$ cat config.mk
export PLATFORM = sky130hd
export DESIGN_NAME = servo_bus_packet_framer_parser_flat
export DESIGN_NICKNAME = d
export VERILOG_FILES = /design/src/rtl/sbpfp_pkg.sv /design/src/rtl/sbpfp_chan_if.sv /design/src/rtl/sbpfp_job_queue.sv /design/src/rtl/sbpfp_front.sv /design/src/rtl/sbpfp_back.sv /design/src/rtl/servo_bus_packet_framer_parser.sv /design/src/flat_wrapper.sv
export VERILOG_INCLUDE_DIRS = /design/src /design/src/rtl
export SDC_FILE = /design/constraint.sdc
export NUM_CORES = 1
export LEC_CHECK = 0
export BUFFER_PORTS_ARGS = -buffer_cell sky130_fd_sc_hd__buf_2
export CAP_MARGIN = 20
export CORE_MARGIN = 8
export CORE_UTILIZATION = 31
export CTS_CLUSTER_DIAMETER = 50
export DETAILED_ROUTE_END_ITERATION = 8
export SLEW_MARGIN = 20
export SYNTH_ARGS = -nofsm -noshare
export SYNTH_HDL_FRONTEND = slang
export SYNTH_SLANG_ARGS = --single-unit
$ cat constraint.sdc
create_clock -name clock -period 14.3 [get_ports clock]
set_input_delay 3.575 -clock clock [delete_from_list [all_inputs] [get_ports clock]]
set_output_delay 3.575 -clock clock [all_outputs]
set_load 0.03 [all_outputs]
$ cat src/rtl/servo_bus_packet_framer_parser_assert.svh
// ----------------------------------------------------------------------------
// servo bus framer assertion macros
// shared concurrent assertion forms for the servo bus framer and parser
// ----------------------------------------------------------------------------
`ifndef SERVO_BUS_PACKET_FRAMER_PARSER_ASSERT_SVH
`define SERVO_BUS_PACKET_FRAMER_PARSER_ASSERT_SVH

// consequent must hold in the same cycle as the antecedent
`define SBPFP_ASSERT_NOW(label, clk, rst, ante, cons, msg) \
   label: assert property (@(posedge clk) disable iff (rst) (ante) |-> (cons)) \
      else $error(msg);

// consequent must hold in the cycle after the antecedent
`define SBPFP_ASSERT_NEXT(label, clk, rst, ante, cons, msg) \
   label: assert property (@(posedge clk) disable iff (rst) (ante) |=> (cons)) \
      else $error(msg);

`endif

$ cat src/rtl/sbpfp_pkg.sv
// ----------------------------------------------------------------------------
// sbpfp_pkg
// types, codes and packet constants of the servo bus framer and parser
// ----------------------------------------------------------------------------
package sbpfp_pkg;

   // command codes of a request word
   localparam logic [1:0] CMD_READ = 2'd0;
   localparam logic [1:0] CMD_SYNC = 2'd1;
   localparam logic [1:0] CMD_RX   = 2'd2;

   // result kinds
   localparam logic KIND_TX    = 1'b0;
   localparam logic KIND_REPLY = 1'b1;

   // reply error codes
   localparam logic [1:0] ERR_OK       = 2'd0;
   localparam logic [1:0] ERR_HEADER   = 2'd1;
   localparam logic [1:0] ERR_ID       = 2'd2;
   localparam logic [1:0] ERR_CHECKSUM = 2'd3;

   // control register indexes
   localparam logic [1:0] CSR_REPLY_HDR = 2'd0;
   localparam logic [1:0] CSR_READ_ADDR = 2'd1;
   localparam logic [1:0] CSR_SYNC_ADDR = 2'd2;

   localparam logic [7:0] CSR_REPLY_HDR_RESET = 8'hF5;
   localparam logic [7:0] CSR_READ_ADDR_RESET = 8'h38;
   localparam logic [7:0] CSR_SYNC_ADDR_RESET = 8'h2A;

   // packet bytes
   localparam logic [7:0] HDR_BYTE      = 8'hFF;
   localparam logic [7:0] BROADCAST_ID  = 8'hFE;
   localparam logic [7:0] READ_LEN      = 8'h04;
   localparam logic [7:0] INST_READ     = 8'h02;
   localparam logic [7:0] READ_COUNT    = 8'h02;
   localparam logic [7:0] SYNC_LEN      = 8'h0E;
   localparam logic [7:0] INST_SYNC     = 8'h83;
   localparam logic [7:0] SYNC_DATA_LEN = 8'h04;

   // job kinds held in the queue
   localparam logic [1:0] JOB_READ  = 2'd0;
   localparam logic [1:0] JOB_SYNC  = 2'd1;
   localparam logic [1:0] JOB_REPLY = 2'd2;

   // byte index within a packet
   localparam int IDX_W = 5;
   localparam logic [IDX_W-1:0] READ_LAST_IDX = 5'd7;
   localparam logic [IDX_W-1:0] SYNC_LAST_IDX = 5'd17;

   // index of the checksum byte in a reply
   localparam logic [2:0] RX_LAST = 3'd7;

   localparam int QUEUE_DEPTH_DEFAULT = 2;

   typedef struct packed {
      logic [1:0]  command;
      logic [7:0]  servo_id_a;
      logic [15:0] angle_a;
      logic [15:0] move_time_a;
      logic [7:0]  servo_id_b;
      logic [15:0] angle_b;
      logic [15:0] move_time_b;
      logic [7:0]  rx_byte;
   } req_word_type;

   typedef struct packed {
      logic        kind;
      logic [7:0]  tx_byte;
      logic        last;
      logic [15:0] read_position;
      logic [7:0]  servo_status;
      logic [1:0]  error_code;
   } rsp_word_type;

   typedef struct packed {
      logic [1:0]  kind;
      logic [7:0]  id_a;
      logic [15:0] ang_a;
      logic [15:0] tim_a;
      logic [7:0]  id_b;
      logic [15:0] ang_b;
      logic [15:0] tim_b;
      logic [7:0]  addr;
      logic [15:0] position;
      logic [7:0]  status;
      logic [1:0]  err;
   } job_type;

   // packet byte at an index, checksum slot excluded
   function automatic logic [7:0] packet_byte(input job_type job,
                                              input logic [IDX_W-1:0] idx);
      logic [7:0] b;
      b = 8'h00;
      if (job.kind == JOB_READ) begin
         case (idx)
            5'd0, 5'd1: b = HDR_BYTE;
            5'd2:       b = job.id_a;
            5'd3:       b = READ_LEN;
            5'd4:       b = INST_READ;
            5'd5:       b = job.addr;
            5'd6:       b = READ_COUNT;
            default:    b = 8'h00;
         endcase
      end else begin
         case (idx)
            5'd0, 5'd1: b = HDR_BYTE;
            5'd2:       b = BROADCAST_ID;
            5'd3:       b = SYNC_LEN;
            5'd4:       b = INST_SYNC;
            5'd5:       b = job.addr;
            5'd6:       b = SYNC_DATA_LEN;
            5'd7:       b = job.id_a;
            5'd8:       b = job.ang_a[15:8];
            5'd9:       b = job.ang_a[7:0];
            5'd10:      b = job.tim_a[15:8];
            5'd11:      b = job.tim_a[7:0];
            5'd12:      b = job.id_b;
            5'd13:      b = job.ang_b[15:8];
            5'd14:      b = job.ang_b[7:0];
            5'd15:      b = job.tim_b[15:8];
            5'd16:      b = job.tim_b[7:0];
            default:    b = 8'h00;
         endcase
      end
      return b;
   endfunction

endpackage

$ cat src/rtl/sbpfp_chan_if.sv
// ----------------------------------------------------------------------------
// sbpfp_chan_if
// valid/ready channel carrying one word of a given payload type
// ----------------------------------------------------------------------------
interface sbpfp_chan_if #(parameter type payload_type = logic);
   logic        valid;
   logic        ready;
   payload_type payload;

   modport source (output valid, output payload, input ready);
   modport sink (input valid, input payload, output ready);
endinterface

$ cat src/rtl/sbpfp_job_queue.sv
// ----------------------------------------------------------------------------
// sbpfp_job_queue
// small register queue of jobs between the front and back ends
// ----------------------------------------------------------------------------
module sbpfp_job_queue
   import sbpfp_pkg::*;
#(
   parameter int Depth = QUEUE_DEPTH_DEFAULT
) (
   input  logic    clock,
   input  logic    reset,
   input  logic    push_valid,
   output logic    push_ready,
   input  job_type push_job,
   output logic    pop_valid,
   input  logic    pop_ready,
   output job_type pop_job
);

   localparam int PtrW = (Depth > 1) ? $clog2(Depth) : 1;
   localparam int CntW = $clog2(Depth + 1);

   job_type             slot_ff [Depth];
   logic [PtrW-1:0]     wr_ptr_ff, wr_ptr_in;
   logic [PtrW-1:0]     rd_ptr_ff, rd_ptr_in;
   logic [CntW-1:0]     count_ff, count_in;
   logic                push, pop;

   assign push_ready = (count_ff != CntW'(Depth));
   assign pop_valid  = (count_ff != '0);
   assign pop_job    = slot_ff[rd_ptr_ff];
   assign push       = push_valid && push_ready;
   assign pop        = pop_valid && pop_ready;

   always_comb begin
      wr_ptr_in = wr_ptr_ff;
      rd_ptr_in = rd_ptr_ff;
      count_in  = count_ff;
      if (push) begin
         wr_ptr_in = (wr_ptr_ff == PtrW'(Depth - 1)) ? '0 : wr_ptr_ff + 1'b1;
      end
      if (pop) begin
         rd_ptr_in = (rd_ptr_ff == PtrW'(Depth - 1)) ? '0 : rd_ptr_ff + 1'b1;
      end
      if (push && !pop) begin
         count_in = count_ff + 1'b1;
      end else if (pop && !push) begin
         count_in = count_ff - 1'b1;
      end
   end

   always_ff @(posedge clock) begin
      if (reset) begin
         wr_ptr_ff <= '0;
         rd_ptr_ff <= '0;
         count_ff  <= '0;
      end else begin
         wr_ptr_ff <= wr_ptr_in;
         rd_ptr_ff <= rd_ptr_in;
         count_ff  <= count_in;
      end
   end

   always_ff @(posedge clock) begin
      if (push) begin
         slot_ff[wr_ptr_ff] <= push_job;
      end
   end

endmodule

$ cat src/rtl/sbpfp_front.sv
// ----------------------------------------------------------------------------
// sbpfp_front
// accepts request words, holds control registers and parses reply bytes
// ----------------------------------------------------------------------------
module sbpfp_front
   import sbpfp_pkg::*;
(
   input  logic       clock,
   input  logic       reset,
   sbpfp_chan_if.sink req_bus,
   input  logic       csr_we,
   input  logic [1:0] csr_index,
   input  logic [7:0] csr_wdata,
   output logic       push_valid,
   input  logic       push_ready,
   output job_type    push_job
);

   req_word_type word;
   logic         accept;
   logic         rx_take, rx_store_en, rx_finish;

   logic [7:0]   hdr_cfg_ff, read_addr_ff, sync_addr_ff;
   logic [2:0]   rx_count_ff, rx_count_in;
   logic [7:0]   expected_id_ff, expected_id_in;
   logic         pending_ff, pending_in;
   logic [7:0]   rx_store_ff [7];

   logic [7:0]   sum;
   logic [1:0]   err;

   assign word        = req_bus.payload;
   assign req_bus.ready = push_ready;
   assign accept      = req_bus.valid && push_ready;
   assign rx_take     = accept && (word.command == CMD_RX) && pending_ff;
   assign rx_store_en = rx_take && (rx_count_ff != RX_LAST);
   assign rx_finish   = rx_take && (rx_count_ff == RX_LAST);

   // reply check on the eighth byte
   always_comb begin
      sum = rx_store_ff[2] + rx_store_ff[3] + rx_store_ff[4] + rx_store_ff[5]
            + rx_store_ff[6];
      if (rx_store_ff[0] != HDR_BYTE || rx_store_ff[1] != hdr_cfg_ff) begin
         err = ERR_HEADER;
      end else if (rx_store_ff[2] != expected_id_ff) begin
         err = ERR_ID;
      end else if (word.rx_byte != ~sum) begin
         err = ERR_CHECKSUM;
      end else begin
         err = ERR_OK;
      end
   end

   always_comb begin
      push_job       = '0;
      push_job.id_a  = word.servo_id_a;
      push_job.ang_a = word.angle_a;
      push_job.tim_a = word.move_time_a;
      push_job.id_b  = word.servo_id_b;
      push_job.ang_b = word.angle_b;
      push_job.tim_b = word.move_time_b;
      push_job.err   = err;
      push_valid     = 1'b0;
      case (word.command)
         CMD_READ: begin
            push_job.kind = JOB_READ;
            push_job.addr = read_addr_ff;
            push_valid    = req_bus.valid;
         end
         CMD_SYNC: begin
            push_job.kind = JOB_SYNC;
            push_job.addr = sync_addr_ff;
            push_valid    = req_bus.valid;
         end
         CMD_RX: begin
            push_job.kind = JOB_REPLY;
            push_valid    = req_bus.valid && pending_ff && (rx_count_ff == RX_LAST);
         end
         default: begin
            push_job.kind = JOB_REPLY;
         end
      endcase
      if (err == ERR_OK) begin
         push_job.position = {rx_store_ff[5], rx_store_ff[6]};
         push_job.status   = rx_store_ff[4];
      end
   end

   always_comb begin
      rx_count_in    = rx_count_ff;
      expected_id_in = expected_id_ff;
      pending_in     = pending_ff;
      if (accept && word.command == CMD_READ) begin
         rx_count_in    = '0;
         expected_id_in = word.servo_id_a;
         pending_in     = 1'b1;
      end else if (rx_finish) begin
         rx_count_in = '0;
         pending_in  = 1'b0;
      end else if (rx_store_en) begin
         rx_count_in = rx_count_ff + 1'b1;
      end
   end

   always_ff @(posedge clock) begin
      if (reset) begin
         hdr_cfg_ff     <= CSR_REPLY_HDR_RESET;
         read_addr_ff   <= CSR_READ_ADDR_RESET;
         sync_addr_ff   <= CSR_SYNC_ADDR_RESET;
         rx_count_ff    <= '0;
         expected_id_ff <= '0;
         pending_ff     <= 1'b0;
      end else begin
         if (csr_we) begin
            case (csr_index)
               CSR_REPLY_HDR: hdr_cfg_ff   <= csr_wdata;
               CSR_READ_ADDR: read_addr_ff <= csr_wdata;
               CSR_SYNC_ADDR: sync_addr_ff <= csr_wdata;
               default:       ;
            endcase
         end
         rx_count_ff    <= rx_count_in;
         expected_id_ff <= expected_id_in;
         pending_ff     <= pending_in;
      end
   end

   always_ff @(posedge clock) begin
      if (rx_store_en) begin
         rx_store_ff[rx_count_ff] <= word.rx_byte;
      end
   end

endmodule

$ cat src/rtl/sbpfp_back.sv
// ----------------------------------------------------------------------------
// sbpfp_back
// serialises queued jobs into result words through an output register
// ----------------------------------------------------------------------------
module sbpfp_back
   import sbpfp_pkg::*;
(
   input  logic         clock,
   input  logic         reset,
   input  logic         pop_valid,
   output logic         pop_ready,
   input  job_type      pop_job,
   sbpfp_chan_if.source rsp_bus
);

   job_type          job_ff;
   logic             busy_ff, busy_in;
   logic [IDX_W-1:0] idx_ff, idx_in;
   logic [7:0]       sum_ff, sum_in;
   logic             rsp_valid_ff, rsp_valid_in;
   rsp_word_type     rsp_word_ff, rsp_word_in;

   logic             slot_free, emit, at_last, done, load;
   logic [IDX_W-1:0] last_idx;
   logic [7:0]       tx;

   assign rsp_bus.valid   = rsp_valid_ff;
   assign rsp_bus.payload = rsp_word_ff;

   always_comb begin
      case (job_ff.kind)
         JOB_READ: last_idx = READ_LAST_IDX;
         JOB_SYNC: last_idx = SYNC_LAST_IDX;
         default:  last_idx = '0;
      endcase
   end

   assign slot_free = !rsp_valid_ff || rsp_bus.ready;
   assign emit      = busy_ff && slot_free;
   assign at_last   = (idx_ff == last_idx);
   assign done      = emit && at_last;
   assign pop_ready = !busy_ff || done;
   assign load      = pop_valid && pop_ready;
   assign tx        = at_last ? ~sum_ff : packet_byte(job_ff, idx_ff);

   always_comb begin
      busy_in      = busy_ff;
      idx_in       = idx_ff;
      sum_in       = sum_ff;
      rsp_valid_in = rsp_valid_ff && !rsp_bus.ready;
      rsp_word_in  = rsp_word_ff;
      if (emit) begin
         rsp_valid_in = 1'b1;
         rsp_word_in  = '0;
         if (job_ff.kind == JOB_REPLY) begin
            rsp_word_in.kind          = KIND_REPLY;
            rsp_word_in.last          = 1'b1;
            rsp_word_in.read_position = job_ff.position;
            rsp_word_in.servo_status  = job_ff.status;
            rsp_word_in.error_code    = job_ff.err;
         end else begin
            rsp_word_in.kind    = KIND_TX;
            rsp_word_in.tx_byte = tx;
            rsp_word_in.last    = at_last;
         end
         idx_in = idx_ff + 1'b1;
         // header bytes stay out of the checksum
         if (idx_ff >= 5'd2) begin
            sum_in = sum_ff + tx;
         end
         if (at_last) begin
            busy_in = 1'b0;
         end
      end
      if (load) begin
         busy_in = 1'b1;
         idx_in  = '0;
         sum_in  = '0;
      end
   end

   always_ff @(posedge clock) begin
      if (reset) begin
         busy_ff      <= 1'b0;
         rsp_valid_ff <= 1'b0;
         idx_ff       <= '0;
      end else begin
         busy_ff      <= busy_in;
         rsp_valid_ff <= rsp_valid_in;
         idx_ff       <= idx_in;
      end
   end

   always_ff @(posedge clock) begin
      sum_ff      <= sum_in;
      rsp_word_ff <= rsp_word_in;
      if (load) begin
         job_ff <= pop_job;
      end
   end

endmodule

$ cat src/rtl/servo_bus_packet_framer_parser.sv
// path: each job passes the queue, the serialiser's job register and its output register
// throughput: one request word per cycle while the job queue has room, one result word
// per cycle out of the serialiser while the receiver is ready; read packets are 8 words,
// sync writes 18, replies 1; the serialiser's byte counter sets the packet rate; the queue
// depth sets how far ahead the front end may run
// reset: synchronous, active high; clears control state and restores register defaults
// ----------------------------------------------------------------------------
// servo_bus_packet_framer_parser
// frames read and dual sync write packets and parses read replies
// ----------------------------------------------------------------------------
`include "servo_bus_packet_framer_parser_assert.svh"

module servo_bus_packet_framer_parser
   import sbpfp_pkg::*;
#(
   // jobs that may wait between the front end and the serialiser
   parameter int QueueDepth = QUEUE_DEPTH_DEFAULT
) (
   input  logic         clock,
   input  logic         reset,
   sbpfp_chan_if.sink   req_bus,
   sbpfp_chan_if.source rsp_bus,
   input  logic         csr_we,
   input  logic [1:0]   csr_index,
   input  logic [7:0]   csr_wdata
);

   // front end to queue
   logic    q_push_valid, q_push_ready;
   job_type q_push_job;

   // queue to serialiser
   logic    q_pop_valid, q_pop_ready;
   job_type q_pop_job;

   // front end: takes each word, updates the reply parser and hands
   // a job to the queue for every word that gives results
   sbpfp_front u_front (
      .clock      (clock),
      .reset      (reset),
      .req_bus    (req_bus),
      .csr_we     (csr_we),
      .csr_index  (csr_index),
      .csr_wdata  (csr_wdata),
      .push_valid (q_push_valid),
      .push_ready (q_push_ready),
      .push_job   (q_push_job)
   );

   // decouples the two sides: a long packet holds up parsing only once the queue is full
   sbpfp_job_queue #(
      .Depth (QueueDepth)
   ) u_queue (
      .clock      (clock),
      .reset      (reset),
      .push_valid (q_push_valid),
      .push_ready (q_push_ready),
      .push_job   (q_push_job),
      .pop_valid  (q_pop_valid),
      .pop_ready  (q_pop_ready),
      .pop_job    (q_pop_job)
   );

   // back end: one result word per cycle while the receiver is ready, checksum built on the fly
   sbpfp_back u_back (
      .clock     (clock),
      .reset     (reset),
      .pop_valid (q_pop_valid),
      .pop_ready (q_pop_ready),
      .pop_job   (q_pop_job),
      .rsp_bus   (rsp_bus)
   );

   // a reply always closes its own result sequence
   `SBPFP_ASSERT_NOW(a_reply_last, clock, reset,
      rsp_bus.valid && rsp_bus.payload.kind == KIND_REPLY, rsp_bus.payload.last,
      "reply word without last flag")

   // faulty replies carry no position or status
   `SBPFP_ASSERT_NOW(a_err_clears, clock, reset,
      rsp_bus.valid && rsp_bus.payload.error_code != ERR_OK,
      rsp_bus.payload.read_position == 16'h0000 && rsp_bus.payload.servo_status == 8'h00,
      "faulty reply carries data")

   // a waiting job is never dropped by the queue
   `SBPFP_ASSERT_NEXT(a_job_held, clock, reset,
      q_pop_valid && !q_pop_ready, q_pop_valid,
      "queued job lost")

endmodule

$ cat src/flat_wrapper.sv
// flat-port wrapper written by rule: the top's interface ports become plain ports
module servo_bus_packet_framer_parser_flat import sbpfp_pkg::*;
#(
                                                                 
   parameter int QueueDepth = QUEUE_DEPTH_DEFAULT
)
  (clock, reset, csr_we, csr_index, csr_wdata, req_bus_valid, req_bus_payload, req_bus_ready, rsp_bus_valid, rsp_bus_payload, rsp_bus_ready);
  sbpfp_chan_if #(.payload_type(req_word_type)) req_bus_i ();
  sbpfp_chan_if #(.payload_type(rsp_word_type)) rsp_bus_i ();
  input  logic clock;
  input  logic reset;
  input  logic csr_we;
  input  logic [1:0] csr_index;
  input  logic [7:0] csr_wdata;
  input wire logic [$bits(req_bus_i.valid)-1:0] req_bus_valid;
  input wire logic [$bits(req_bus_i.payload)-1:0] req_bus_payload;
  output wire logic [$bits(req_bus_i.ready)-1:0] req_bus_ready;
  output wire logic [$bits(rsp_bus_i.valid)-1:0] rsp_bus_valid;
  output wire logic [$bits(rsp_bus_i.payload)-1:0] rsp_bus_payload;
  input wire logic [$bits(rsp_bus_i.ready)-1:0] rsp_bus_ready;
  assign req_bus_i.valid = req_bus_valid;
  assign req_bus_i.payload = req_bus_payload;
  assign req_bus_ready = req_bus_i.ready;
  assign rsp_bus_valid = rsp_bus_i.valid;
  assign rsp_bus_payload = rsp_bus_i.payload;
  assign rsp_bus_i.ready = rsp_bus_ready;
  servo_bus_packet_framer_parser #(.QueueDepth(QueueDepth)) u_core (.clock(clock), .reset(reset), .req_bus(req_bus_i), .rsp_bus(rsp_bus_i), .csr_we(csr_we), .csr_index(csr_index), .csr_wdata(csr_wdata));
endmodule
==> flow_summary.rst, run 1 <==
.. list-table::
   :header-rows: 1

   * - Metric
     - Value
   * - Crit path max-delay cell type
     - buf_4
   * - Largest net degree at the start of global routing
     - 80
   * - GRT met2 Usage
     - 18.9%
   * - Drt total wl
     - 43300 um
   * - Data required time of the worst path
     - 14.77 ns
   * - Filler instances
     - 5979
   * - Top-level I/O count
     - 143
   * - Top fanout value on the critical path
     - 74
   * - Count of port buffers added during placement
     - 142
   * - Count of hold-fix buffers inserted at cts
     - 0
   * - Area of the core
     - 63900 um^2
   * - Setup repair bufs after CTS
     - 0
   * - #FFs+latches synth
     - 495
   * - Most crowded layer after global routing
     - met2
   * - Final GP Congestion
     - 0.847
   * - Initial detailed-routing violation count
     - 867
   * - Synthesized area divided by synthesized cell count
     - 16.2 um^2
   * - Shortest period the worst path allows
     - 5.90 ns
   * - Row count
     - 93
   * - Post-Synth Simple-Gate Area
     - 7.25%
   * - Post-Synth Adder-Cell Area
     - 3.56%
   * - Nature of the critical path endpoint
     - flop
   * - Post-route antenna net violation count
     - 0
   * - Hpwl dp
     - 29700 um
   * - Initial Util
     - 31.1%
   * - Layout cell share with drive strength beyond 1
     - 26.1%
   * - Hold/Removal Path Class
     - flop to flop
   * - Setup repair after global routing missed its margin
     - false
   * - Cells after Synth
     - 1229
   * - Commonest cells after routing, fill and taps aside
     - edfxtp_1, buf_2, mux2_2
   * - Synthesized-area fraction occupied by ao, oa, aoi and oai cells
     - 5.04%
   * - Maximum capacitance violations
     - 0
   * - Routed vias/inst
     - 4.60
   * - Synth unique cells
     - 63
   * - Worst setup margin
     - 8.40 ns
   * - Final count of hold timing violations
     - 0
   * - Wire length of the first global-routing pass
     - 65800 um
   * - Antenna violations before repair
     - 15
   * - Critical hold path startpoint
     - u_core.u_front.read_addr_ff[2]$_SDFFE_PP0P_
   * - Reg-to-reg slack, setup
     - 9.25 ns
   * - Worst Hold Slack
     - 0.454 ns
   * - Startpoint of the worst-slack reg-to-reg timing path
     - u_core.u_front.rx_store_ff[6][1]$_DFFE_PP_
   * - Arrival time of data at the critical path endpoint
     - 6.38 ns
   * - Total standard cell area after synthesis
     - 19900 um^2
   * - Layout Cell Area excl Fill
     - 23400 um^2
   * - Met1 track demand over resource
     - 15.0%
   * - Placed cells
     - 2182
   * - Global-route met3 utilization
     - 3.02%
   * - Worst setup path class
     - input port to flop
   * - Register-to-Register Path Depth
     - 12
   * - Tightest Pin Transition
     - 1.01 ns
   * - Post-synth net total
     - 1378
   * - Pwr per Cell Area
     - 184 nW/um^2
   * - Root buffer cell
     - clkbuf_16
   * - Top Family by Delay on Critical Path
     - compound AO/OA/AOI/OAI gates
   * - Peak supply drop
     - 101 uV
   * - TritonCTS buffer count
     - 51
   * - Clk_skew
     - 0.0258 ns
   * - Sequential element share of the synthesized area
     - 72.0%
   * - Hold depth
     - 2
   * - Warning count from the yosys run
     - 0
   * - Cells resized by post-CTS repair
     - 0
   * - Post-route DRC violation count
     - 0
   * - Hold path endpoint
     - u_core.u_front.read_addr_ff[2]$_SDFFE_PP0P_
   * - Max Fclk
     - 169 MHz
   * - Mux contribution to synthesized area
     - 8.46%
   * - Detailed-router iteration count before antenna repair
     - 5
   * - Clock-pin slew on the worst setup and hold paths
     - 0.06 ns
   * - Number of global-route vias before repair
     - 11000
   * - Die ar.
     - 72500 um^2
   * - Ordered cell list for the critical path
     - buf_2 > nor2b_1 > o41ai_1 > o21a_4 > buf_4 > nor4b_1 > a31oi_1 > nand3_1
   * - Commonest non-fill, non-tap cell in the layout
     - edfxtp_1
   * - Layout overhead on the synthesized area
     - 17.6%
   * - Vertical extent of the die
     - 269 um
   * - Deepest level of the CTS H-tree
     - 2
   * - Most used DFF post-synth
     - edfxtp_1
   * - Final setup violation count
     - 0
   * - Worst flop-to-flop path endpoint
     - u_core.u_queue.slot_ff[0][19]$_DFFE_PP_
   * - Number of cells in the finished layout apart from fillers
     - 2281
   * - Crit path buf inv count
     - 2
   * - Global Route Usage Sum
     - 11.6%
   * - Parity-gate share of the synthesized area counting xor and xnor cells
     - 1.94%
   * - CTS tree
     - yes
   * - Clock sink count
     - 495
   * - Final total negative setup slack
     - 0 ns
   * - Share of the cycle needed by the critical path after routing
     - 41.3%
   * - Die boundary width
     - 269 um
   * - Pre-CTS setup slack
     - 7.72 ns
   * - Share of synthesized flip-flops with an asynchronous set or reset
     - 0%
   * - Max-Slew Margin vs Limit
     - 31.9%
   * - Final nets
     - 1530
   * - EDFF count, synth
     - 440
   * - Grt ovf
     - 0
   * - Fin. max-slew vios
     - 0
   * - Largest incremental delay on the critical path
     - 0.85 ns
   * - Post-place instance area
     - 21500 um^2
   * - Clock Tree Buf Depth
     - 3
   * - Worst Setup Start Kind
     - input port
   * - Skew-Pair Late Insertion Delay
     - 0.59 ns
   * - Dominant combinational cell family by area after synthesis
     - multiplexers
   * - Outcome
     - finished, final reports clean
   * - Leakage Power
     - 8.10 nW
   * - Routed length per instance
     - 19.0 um
   * - Vias post-DR
     - 10500
-- metrics by stage --
stage                     power (mW)  util [%]
after global routing            4.51      36.6
after CTS                       4.35      36.5
final                           4.30      36.6
after global placement          2.92      33.7
after floorplan                 2.64         -
after detailed placement        2.94      33.7
-- state kept, by name, indices dropped and copies added (netlist names), 2 cells and up --
signal                         cells
u_core.u_front.expected_id_ff      8
u_core.u_queue.count_ff            2
u_core.u_front.rx_store_ff        56
u_core.u_front.sync_addr_ff        8
u_core.u_back.sum_ff               8
u_core.u_front.rx_count_ff         3
u_core.u_back.rsp_bus.payload     36
u_core.u_back.job_ff             116
u_core.u_front.read_addr_ff        8
u_core.u_front.hdr_cfg_ff          8
u_core.u_queue.slot_ff           232
u_core.u_back.idx_ff               5
-- kinds of logic after synthesis --
family,count (synthesis)
compound gates,139
xor+xnor,44
fa+ha+maj,44
buf+inv,82
flops,495
mux,153
simple gates,272
-- how the worst max path moves through the flow --
| stage | startpoint | end | cells past startpoint |
|---|---|---|---|
| after floorplan | req_bus_payload[89] | u_core.u_queue.slot_ff[0][0]$_DFFE_PP_ | 3 |
| after global placement | rsp_bus_ready | u_core.u_back.sum_ff[7]$_SDFFE_PP0P_ | 8 |
| after detailed placement | rsp_bus_ready | u_core.u_back.sum_ff[7]$_SDFFE_PP0P_ | 8 |
| after global routing | rsp_bus_ready | u_core.u_back.sum_ff[7]$_SDFFE_PP0P_ | 8 |
| final | rsp_bus_ready | u_core.u_back.sum_ff[7]$_SDFFE_PP0P_ | 8 |
| after CTS | rsp_bus_ready | u_core.u_back.sum_ff[7]$_SDFFE_PP0P_ | 8 |
-- area by class of cell --
type                       count  area [um^2]  share of cell area [%]
clock buffer                  63         1370                    5.87
sequential                   495        14300                    61.2
inverter                      28          105                   0.450
timing repair buffer         153          813                    3.48
clock inverter                32          428                    1.83
antenna                        3         7.51                  0.0321
tap                          855         1070                    4.58
multi-input combinational    652         5260                    22.5
-- cell usage after synthesis (all sizes together), types with 13 or more instances --
cell,count,area share [%]
and2,58,1.8
edfxtp,440,66
nor2,69,1.3
buf,20,0.57
a21oi,35,0.90
nand2,38,0.72
mux2,120,6.8
mux2i,33,1.7
dfxtp,55,5.5
xnor2,25,1.1
nor3,28,0.70
a22oi,13,0.49
inv,28,0.53
clkbuf,34,0.64
xor2,19,0.84
fa,21,2.1
nor2b,18,0.57
ha,23,1.4
-- report_power, final --
| group | leakage (nW) | switching (mW) | internal, mW | total, mW |
|---|---|---|---|---|
| Sequential | 4.54 | 0.126 | 1.92 | 2.04 |
| Combinational | 2.68 | 0.540 | 0.319 | 0.859 |
| Clock | 0.879 | 0.551 | 0.850 | 1.40 |
| Total | 8.10 | 1.22 | 3.09 | 4.30 |
-- per-layer routing --
metal | routed length [um] | part of all wire [%]
met2 | 20300 | 47
met4 | 1080 | 2.5
met5 | 91 | 0.21
met3 | 2600 | 6.0
met1 | 19300 | 44
-- worst register-to-register path: stages, from the launching register on --
cell	delay [ns]
edfxtp_1	0.47
fa_1	0.54
fa_1	0.53
fa_1	0.50
ha_1	0.24
fa_1	0.41
xnor2_1	0.20
xnor2_1	0.13
nand4_1	0.13
a2111oi_0	0.44
nand3_1	0.25
nor4_4	0.81
and2_1	0.28
(Power assumes the default switching activity.)
==> inputs of run 2 (changes only) <==
ABC_AREA = 1   (was default)
clock period = 4.7 ns   (was 14.3 ns; I/O delays follow)
==> run 2 against run 1 <==
  * Sequential power grew to 3.1 times the previous value
  * Routed wire length grew 1.8%
  * Cell count grew 19%
  * Non-clock buffer count grew 1
  * Die area grew 0.50%
  * Final area grew 0.33%
  * Global-route usage grew 0.30 points
  * Hold slack gained 0.015 ns
  * Sequential share of layout area shrank 0.20 points
  * Synthesized area grew 0.54%
==> flow_summary.rst, run 2 <==
.. list-table::
   :header-rows: 1

   * - Metric
     - Value
   * - Top Family by Delay on Critical Path
     - adder cells
   * - Root buffer cell
     - clkbuf_16
   * - Top fanout value on the critical path
     - 24
   * - Leakage Power
     - 9.09 nW
   * - Hold/Removal Path Class
     - flop to flop
   * - Outcome
     - finished, final reports clean
   * - Max Fclk
     - 236 MHz
   * - Drt total wl
     - 44100 um
   * - Final count of hold timing violations
     - 0
   * - Data required time of the worst path
     - 5.11 ns
   * - Sequential power share
     - 48.9%
   * - Hold depth
     - 2
   * - Largest incremental delay on the critical path
     - 0.53 ns
   * - Dominant cell type by area after synthesis
     - edfxtp_1
   * - Fin util
     - 36.6%
   * - Share of the synthesized area in the top cell type
     - 66.1%
   * - Share of synthesized flip-flops with an asynchronous set or reset
     - 0%
   * - Final nets
     - 1955
   * - Sequential element share of the synthesized area
     - 71.6%
   * - Clock Tree Buf Depth
     - 3
   * - Met3 wire len
     - 2400 um
   * - Cells after Synth
     - 1644
   * - Internal power of the cells
     - 8.99 mW
   * - Highest signal layer in the routed design
     - met5
   * - Top-count cell post-synth
     - nand2_1
   * - Global Route Usage Sum
     - 11.9%
   * - Deepest level of the CTS H-tree
     - 2
   * - Most used DFF post-synth
     - edfxtp_1
   * - #FFs+latches synth
     - 495
   * - Hold path endpoint
     - u_core.u_front.sync_addr_ff[5]$_SDFFE_PP1P_
   * - Total standard cell area after synthesis
     - 20000 um^2
   * - Setup repair after global routing missed its margin
     - false
   * - Routed length per instance
     - 16.3 um
   * - Largest net degree at the start of global routing
     - 117
   * - Ordered cell list for the critical path
     - fa_1 > fa_1 > fa_1 > ha_1 > fa_1 > xor2_1 > nand3_1 > nor2_1 > nand3_1 > nor3_2 > nand2_1 > nor2_2 > nand3_4 > buf_4 > nor2_1
   * - Post-synth net total
     - 1793
   * - Initial detailed-routing violation count
     - 776
   * - Met1 routed wirelength after detailed routing
     - 19200 um
   * - Worst setup path class
     - flop to flop
   * - Final setup violation count
     - 0
   * - Detailed-router iteration count before antenna repair
     - 5
   * - Register-to-Register Path Depth
     - 15
   * - Clock sink count
     - 495
   * - Final GP Congestion
     - 0.845
   * - Warning count from the yosys run
     - 0
   * - CTS tree
     - yes
   * - Synthesized area divided by synthesized cell count
     - 12.2 um^2
   * - Arrival time of data at the critical path endpoint
     - 4.65 ns
   * - Number of global-route vias before repair
     - 12300
   * - Die boundary width
     - 270 um
   * - Area of the core
     - 64100 um^2
   * - Peak supply drop
     - 295 uV
   * - Post-route DRC violation count
     - 0
   * - Nature of the critical path endpoint
     - flop
   * - Clk_skew
     - 0.0206 ns
   * - Critical hold path startpoint
     - u_core.u_front.sync_addr_ff[5]$_SDFFE_PP1P_
   * - Commonest non-fill, non-tap cell in the layout
     - nand2_1
   * - Total net switching power
     - 3.85 mW
   * - Startpoint of the worst-slack reg-to-reg timing path
     - u_core.u_front.rx_store_ff[6][1]$_DFFE_PP_
   * - Worst Hold Slack
     - 0.469 ns
   * - Top-level I/O count
     - 143
   * - Clock-pin slew on the worst setup and hold paths
     - 0.06 ns
   * - Count of port buffers added during placement
     - 142
   * - Setup repair bufs after CTS
     - 0
   * - Layout cell share with drive strength beyond 1
     - 15.9%
   * - Vias post-DR
     - 12000
   * - Synth unique cells
     - 49
   * - Count of hold-fix buffers inserted at cts
     - 0
   * - Crit path buf inv count
     - 1
   * - Commonest cells after routing, fill and taps aside
     - nand2_1, edfxtp_1, buf_2
   * - Power share of the combinational group
     - 19.6%
   * - Max FFs per register
     - 232
   * - Initial Util
     - 31.2%
   * - Layout overhead on the synthesized area
     - 17.4%
   * - Routed length on met2
     - 21600 um
   * - Top post-synthesis cells by count
     - nand2_1, edfxtp_1, inv_1
   * - Cells resized by post-CTS repair
     - 0
   * - Antenna violations before repair
     - 16
   * - Pwr per Cell Area
     - 547 nW/um^2
   * - Final total negative setup slack
     - 0 ns
   * - Worst Setup Start Kind
     - flop
   * - Hpwl dp
     - 30600 um
   * - Fin. max-slew vios
     - 0
   * - Wire length of the first global-routing pass
     - 69600 um
   * - Registers with the most flip-flops
     - u_core.u_queue.slot_ff: 232 flops, u_core.u_back.job_ff: 116 flops, u_core.u_front.rx_store_ff: 56 flops
   * - EDFF count, synth
     - 440
   * - Grt ovf
     - 0
   * - Worst flop-to-flop path endpoint
     - u_core.u_queue.slot_ff[0][25]$_DFFE_PP_
   * - Row count
     - 93
   * - Final Total Pwr
     - 12.8 mW
   * - Register ranked first by flip-flop count
     - u_core.u_queue.slot_ff
   * - TritonCTS buffer count
     - 49
   * - Sw Share
     - 30.0%
   * - Shortest period the worst path allows
     - 4.24 ns
   * - Skew-Pair Late Insertion Delay
     - 0.59 ns
   * - Post-route antenna net violation count
     - 0
   * - Largest cells by area after synthesis
     - edfxtp_1, nand2_1, dfxtp_1
   * - Maximum capacitance violations
     - 0
   * - Die ar.
     - 72800 um^2
   * - CP most frequent cell
     - fa_1
   * - Clk network pwr share
     - 31.6%
   * - Reg-to-reg slack, setup
     - 0.46 ns
   * - Crit path max-delay cell type
     - fa_1
   * - Vertical extent of the die
     - 270 um
   * - Routed vias/inst
     - 4.43
   * - Max-Slew Margin vs Limit
     - 32.0%
   * - Share of the cycle needed by the critical path after routing
     - 90.2%
   * - Tightest Pin Transition
     - 1.02 ns
run 2: cell types whose count changed in the layout (fill, tap and decap cells not counted), sizes merged, moves of 13 or more:
cell	before	now
nand2	38	526
mux2	120	0
inv	31	146
nor2	69	143
and2	58	4
nand3	7	54
mux2i	33	0
o21ai	11	34
nor3	28	9
nor2b	18	0
xnor2	25	9
a21oi	35	48
a22oi	13	0
run 2: kinds of logic (layout without fill, tap and decap cells):
group	Yosys count	in the layout	synth area share [%]
flip-flops	495	495	71.6
adder cells (fa/ha/maj)	44	44	3.54
buffers and inverters	190	390	3.74
XOR/XNOR	24	24	1.05
AO/OA/AOI/OAI	131	131	4.31
other	0	7	0
AND/OR/NAND/NOR	760	760	15.7
run 2: worst reg2reg max path: cells and delay by family, from the launching register on:
| family | cells | cell delay (ns) |
|---|---|---|
| buffers and inverters | 1 | 0.26 |
| AND/OR/NAND/NOR | 8 | 0.92 |
| flip-flops | 1 | 0.42 |
| XOR/XNOR | 1 | 0.15 |
| adder cells (fa/ha/maj) | 5 | 2.32 |
run 2: through the flow:
stage	cells	area [um^2]	worst slack (ns)
floorplan	1644	20000	-0.453
global placement	2610	21700	0.488
detailed placement	2610	21700	0.440
CTS	2699	23400	0.407
global route	2702	23400	0.184
finish	2706	23500	0.459
run 2: layout make-up:
cell class | count | area, um^2
Tap cell | 855 | 1070
Multi-Input combinational cell | 959 | 4950
Sequential cell | 495 | 14300
Timing Repair Buffer | 154 | 838
Clock buffer | 58 | 1280
Inverter | 147 | 561
Antenna cell | 7 | 17.5
Clock inverter | 31 | 415
Fill cell | 6169 | 40700
run 2: how the worst max path moves through the flow:
stage	start	to	slack, ns	cells past startpoint
6_report	u_core.u_front.rx_store_ff[6][1]$_DFFE_PP_	u_core.u_queue.slot_ff[0][25]$_DFFE_PP_	0.46	15
5_1_grt	u_core.u_front.rx_store_ff[6][1]$_DFFE_PP_	u_core.u_queue.slot_ff[1][4]$_DFFE_PP_	0.18	15
4_1_cts	u_core.u_front.rx_store_ff[6][1]$_DFFE_PP_	u_core.u_queue.slot_ff[0][25]$_DFFE_PP_	0.41	15
3_5_place_dp	u_core.u_front.rx_store_ff[6][1]$_DFFE_PP_	u_core.u_queue.slot_ff[1][25]$_DFFE_PP_	0.44	15
3_3_place_gp	u_core.u_front.rx_store_ff[6][1]$_DFFE_PP_	u_core.u_queue.slot_ff[0][25]$_DFFE_PP_	0.49	15
2_1_floorplan	req_bus_valid	u_core.u_queue.slot_ff[1][0]$_DFFE_PP_	-0.45	6
run 2: power groups by stage:
stage	sequential [mW]	combinational [mW]	clock [mW]
global route	6.35	2.85	4.32
floorplan	6.46	1.55	0
finish	6.27	2.51	4.05
CTS	6.29	2.59	4.16
global placement	6.36	2.52	0
detailed placement	6.38	2.58	0
run 2: per-layer routing:
layer | track usage [%] | vias up
li1 | - | 5911
met1 | 15.0 | 5777
met2 | 20.3 | 216
met3 | 2.93 | 69
met4 | 3.17 | 20
met5 | 0 | -
==> inputs of run 3 (changes only) <==
CORE_UTILIZATION = 29   (was 31)
==> run 3 against run 2 <==
  * Register-to-register slack worse by 0.15 ns
  * First-iteration DRC count fell by 9.5%
  * Routed wire length increased by 0.76%
  * Flip-flop and latch count did not move
  * Sequential power down 0.6%
  * Critical path type unchanged
==> flow_summary.rst, run 3 (same netlist as run 2, synthesis figures left out) <==
.. list-table::
   :header-rows: 1

   * - Metric
     - Value
   * - Routed vias/inst
     - 4.38
   * - Worst setup margin
     - 0.311 ns
   * - Maximum capacitance violations
     - 0
   * - Pwr per Cell Area
     - 545 nW/um^2
   * - Registers with the most flip-flops
     - u_core.u_queue.slot_ff: 232 flops, u_core.u_back.job_ff: 116 flops, u_core.u_front.rx_store_ff: 56 flops
   * - Grt ovf
     - 0
   * - Setup repair after global routing missed its margin
     - false
   * - TritonCTS buffer count
     - 52
   * - Commonest non-fill, non-tap cell in the layout
     - nand2_1
   * - Clk_skew
     - 0.0177 ns
   * - Layout Cell Area excl Fill
     - 23600 um^2
   * - Antenna violations before repair
     - 19
   * - Pre-CTS setup slack
     - 0.323 ns
   * - Filler instances
     - 6717
   * - Initial Util
     - 29.2%
   * - Worst flop-to-flop path endpoint
     - u_core.u_queue.slot_ff[0][25]$_DFFE_PP_
   * - Post-place instance area
     - 21800 um^2
   * - Commonest cells after routing, fill and taps aside
     - nand2_1, edfxtp_1, buf_2
   * - Share of the cycle needed by the critical path after routing
     - 93.4%
   * - Clock Tree Buf Depth
     - 3
   * - Placed cells
     - 2642
   * - Final count of hold timing violations
     - 0
   * - Layout cell share with drive strength beyond 1
     - 16.3%
   * - Tightest Pin Transition
     - 1.06 ns
   * - Startpoint of the worst-slack reg-to-reg timing path
     - u_core.u_front.rx_store_ff[6][1]$_DFFE_PP_
   * - Row count
     - 96
   * - Setup repair bufs after CTS
     - 0
   * - Initial detailed-routing violation count
     - 702
   * - Data required time of the worst path
     - 5.12 ns
   * - Final total negative setup slack
     - 0 ns
   * - Max Fclk
     - 228 MHz
   * - Post-route DRC violation count
     - 0
   * - Hold depth
     - 2
   * - Deepest level of the CTS H-tree
     - 2
   * - Register ranked first by flip-flop count
     - u_core.u_queue.slot_ff
   * - Outcome
     - finished, final reports clean
   * - Critical hold path startpoint
     - u_core.u_front.sync_addr_ff[5]$_SDFFE_PP1P_
   * - Clock-pin slew on the worst setup and hold paths
     - 0.06 ns
   * - Area of the core
     - 68500 um^2
   * - Wire length of the first global-routing pass
     - 69900 um
   * - Register-to-Register Path Depth
     - 14
   * - Layout overhead on the synthesized area
     - 18.2%
   * - Leakage Power
     - 9.15 nW
   * - Count of hold-fix buffers inserted at cts
     - 0
   * - Detailed-router iteration count before antenna repair
     - 5
   * - Worst setup path class
     - flop to flop
   * - Max-Slew Margin vs Limit
     - 29.5%
   * - Hold/Removal Path Class
     - flop to flop
   * - Worst Setup Start Kind
     - flop
   * - Die boundary width
     - 279 um
   * - Clock sink count
     - 495
   * - Arrival time of data at the critical path endpoint
     - 4.81 ns
   * - Top-level I/O count
     - 143
   * - Die ar.
     - 77600 um^2
   * - Peak supply drop
     - 312 uV
   * - Global Route Usage Sum
     - 11.4%
   * - Fin. max-slew vios
     - 0
   * - Count of port buffers added during placement
     - 142
   * - Top fanout value on the critical path
     - 24
   * - Cells resized by post-CTS repair
     - 0
   * - Hold path endpoint
     - u_core.u_front.sync_addr_ff[5]$_SDFFE_PP1P_
   * - Area taken by flip-flops and latches
     - 14300 um^2
   * - Post-route antenna net violation count
     - 0
   * - Hpwl dp
     - 31100 um
   * - Final nets
     - 1963
   * - Final setup violation count
     - 0
   * - Nature of the critical path endpoint
     - flop
   * - Area of the multi-input gates
     - 4960 um^2
   * - CTS tree
     - yes
   * - Number of cells in the finished layout apart from fillers
     - 2750
   * - Largest net degree at the start of global routing
     - 117
   * - Routed length per instance
     - 16.2 um
   * - Skew-Pair Late Insertion Delay
     - 0.60 ns
   * - Reg-to-reg slack, setup
     - 0.31 ns
   * - Shortest period the worst path allows
     - 4.39 ns
   * - Root buffer cell
     - clkbuf_16
   * - Final GP Congestion
     - 0.850
   * - Vias post-DR
     - 12000
   * - Drt total wl
     - 44500 um
   * - Vertical extent of the die
     - 279 um
   * - Max FFs per register
     - 232
   * - Number of global-route vias before repair
     - 12400
==> run 3: layer usage <==
layer	global-route usage (%)	vias up	share of wire [%]
li1	-	5947	-
met1	13.9	5821	44
met2	19.3	175	48
met3	3.23	80	5.3
met4	3.78	16	2.6
met5	0	-	0.22
==> run 3: how the worst max path moves through the flow <==
stage / startpoint / endpoint / slack [ns] / cells after the start
after floorplan: req_bus_valid / u_core.u_queue.slot_ff[1][0]$_DFFE_PP_ / -0.45 / 6
after global placement: u_core.u_front.rx_store_ff[6][1]$_DFFE_PP_ / u_core.u_queue.slot_ff[0][25]$_DFFE_PP_ / 0.34 / 14
after detailed placement: u_core.u_front.rx_store_ff[6][1]$_DFFE_PP_ / u_core.u_queue.slot_ff[1][25]$_DFFE_PP_ / 0.32 / 14
after CTS: u_core.u_front.rx_store_ff[6][1]$_DFFE_PP_ / u_core.u_queue.slot_ff[1][25]$_DFFE_PP_ / 0.27 / 14
after global routing: u_core.u_front.rx_store_ff[6][1]$_DFFE_PP_ / u_core.u_queue.slot_ff[0][25]$_DFFE_PP_ / 0.04 / 14
final: u_core.u_front.rx_store_ff[6][1]$_DFFE_PP_ / u_core.u_queue.slot_ff[0][25]$_DFFE_PP_ / 0.31 / 14
==> run 3: worst max-delay path, cell delays in order, from the launching register on <==
cell	delay [ns]
edfxtp_1	0.42
fa_1	0.53
fa_1	0.53
fa_1	0.50
ha_1	0.26
fa_1	0.51
xor2_1	0.16
nand3_1	0.09
nor2_1	0.12
nand3_1	0.10
nor3_2	0.10
nand2_1	0.09
nor2_2	0.15
nand3_4	0.36
nor2_1	0.27
==> run 3: power by group <==
part           switching, mW  internal [mW]
registers              0.293           5.94
clock network           1.72           2.38
logic                   1.90          0.656
==> run 3: through the flow <==
step / hold WS (ns) / total power [mW] / util, %
after floorplan: 0.430 / 8.00 / -
after global placement: 0.440 / 8.88 / 31.9
after detailed placement: 0.449 / 8.94 / 31.9
after CTS: 0.464 / 13.1 / 34.4
after global routing: 0.489 / 13.6 / 34.5
final: 0.464 / 12.9 / 34.5
==> run 3: area by class of cell <==
cell class	instances	share of cell area, %
Timing Repair Buffer	159	3.87
Antenna cell	11	0.117
Clock buffer	61	5.76
Multi-Input combinational cell	959	21.0
Clock inverter	36	1.58
Tap cell	882	4.67
Sequential cell	495	60.6
Inverter	147	2.37
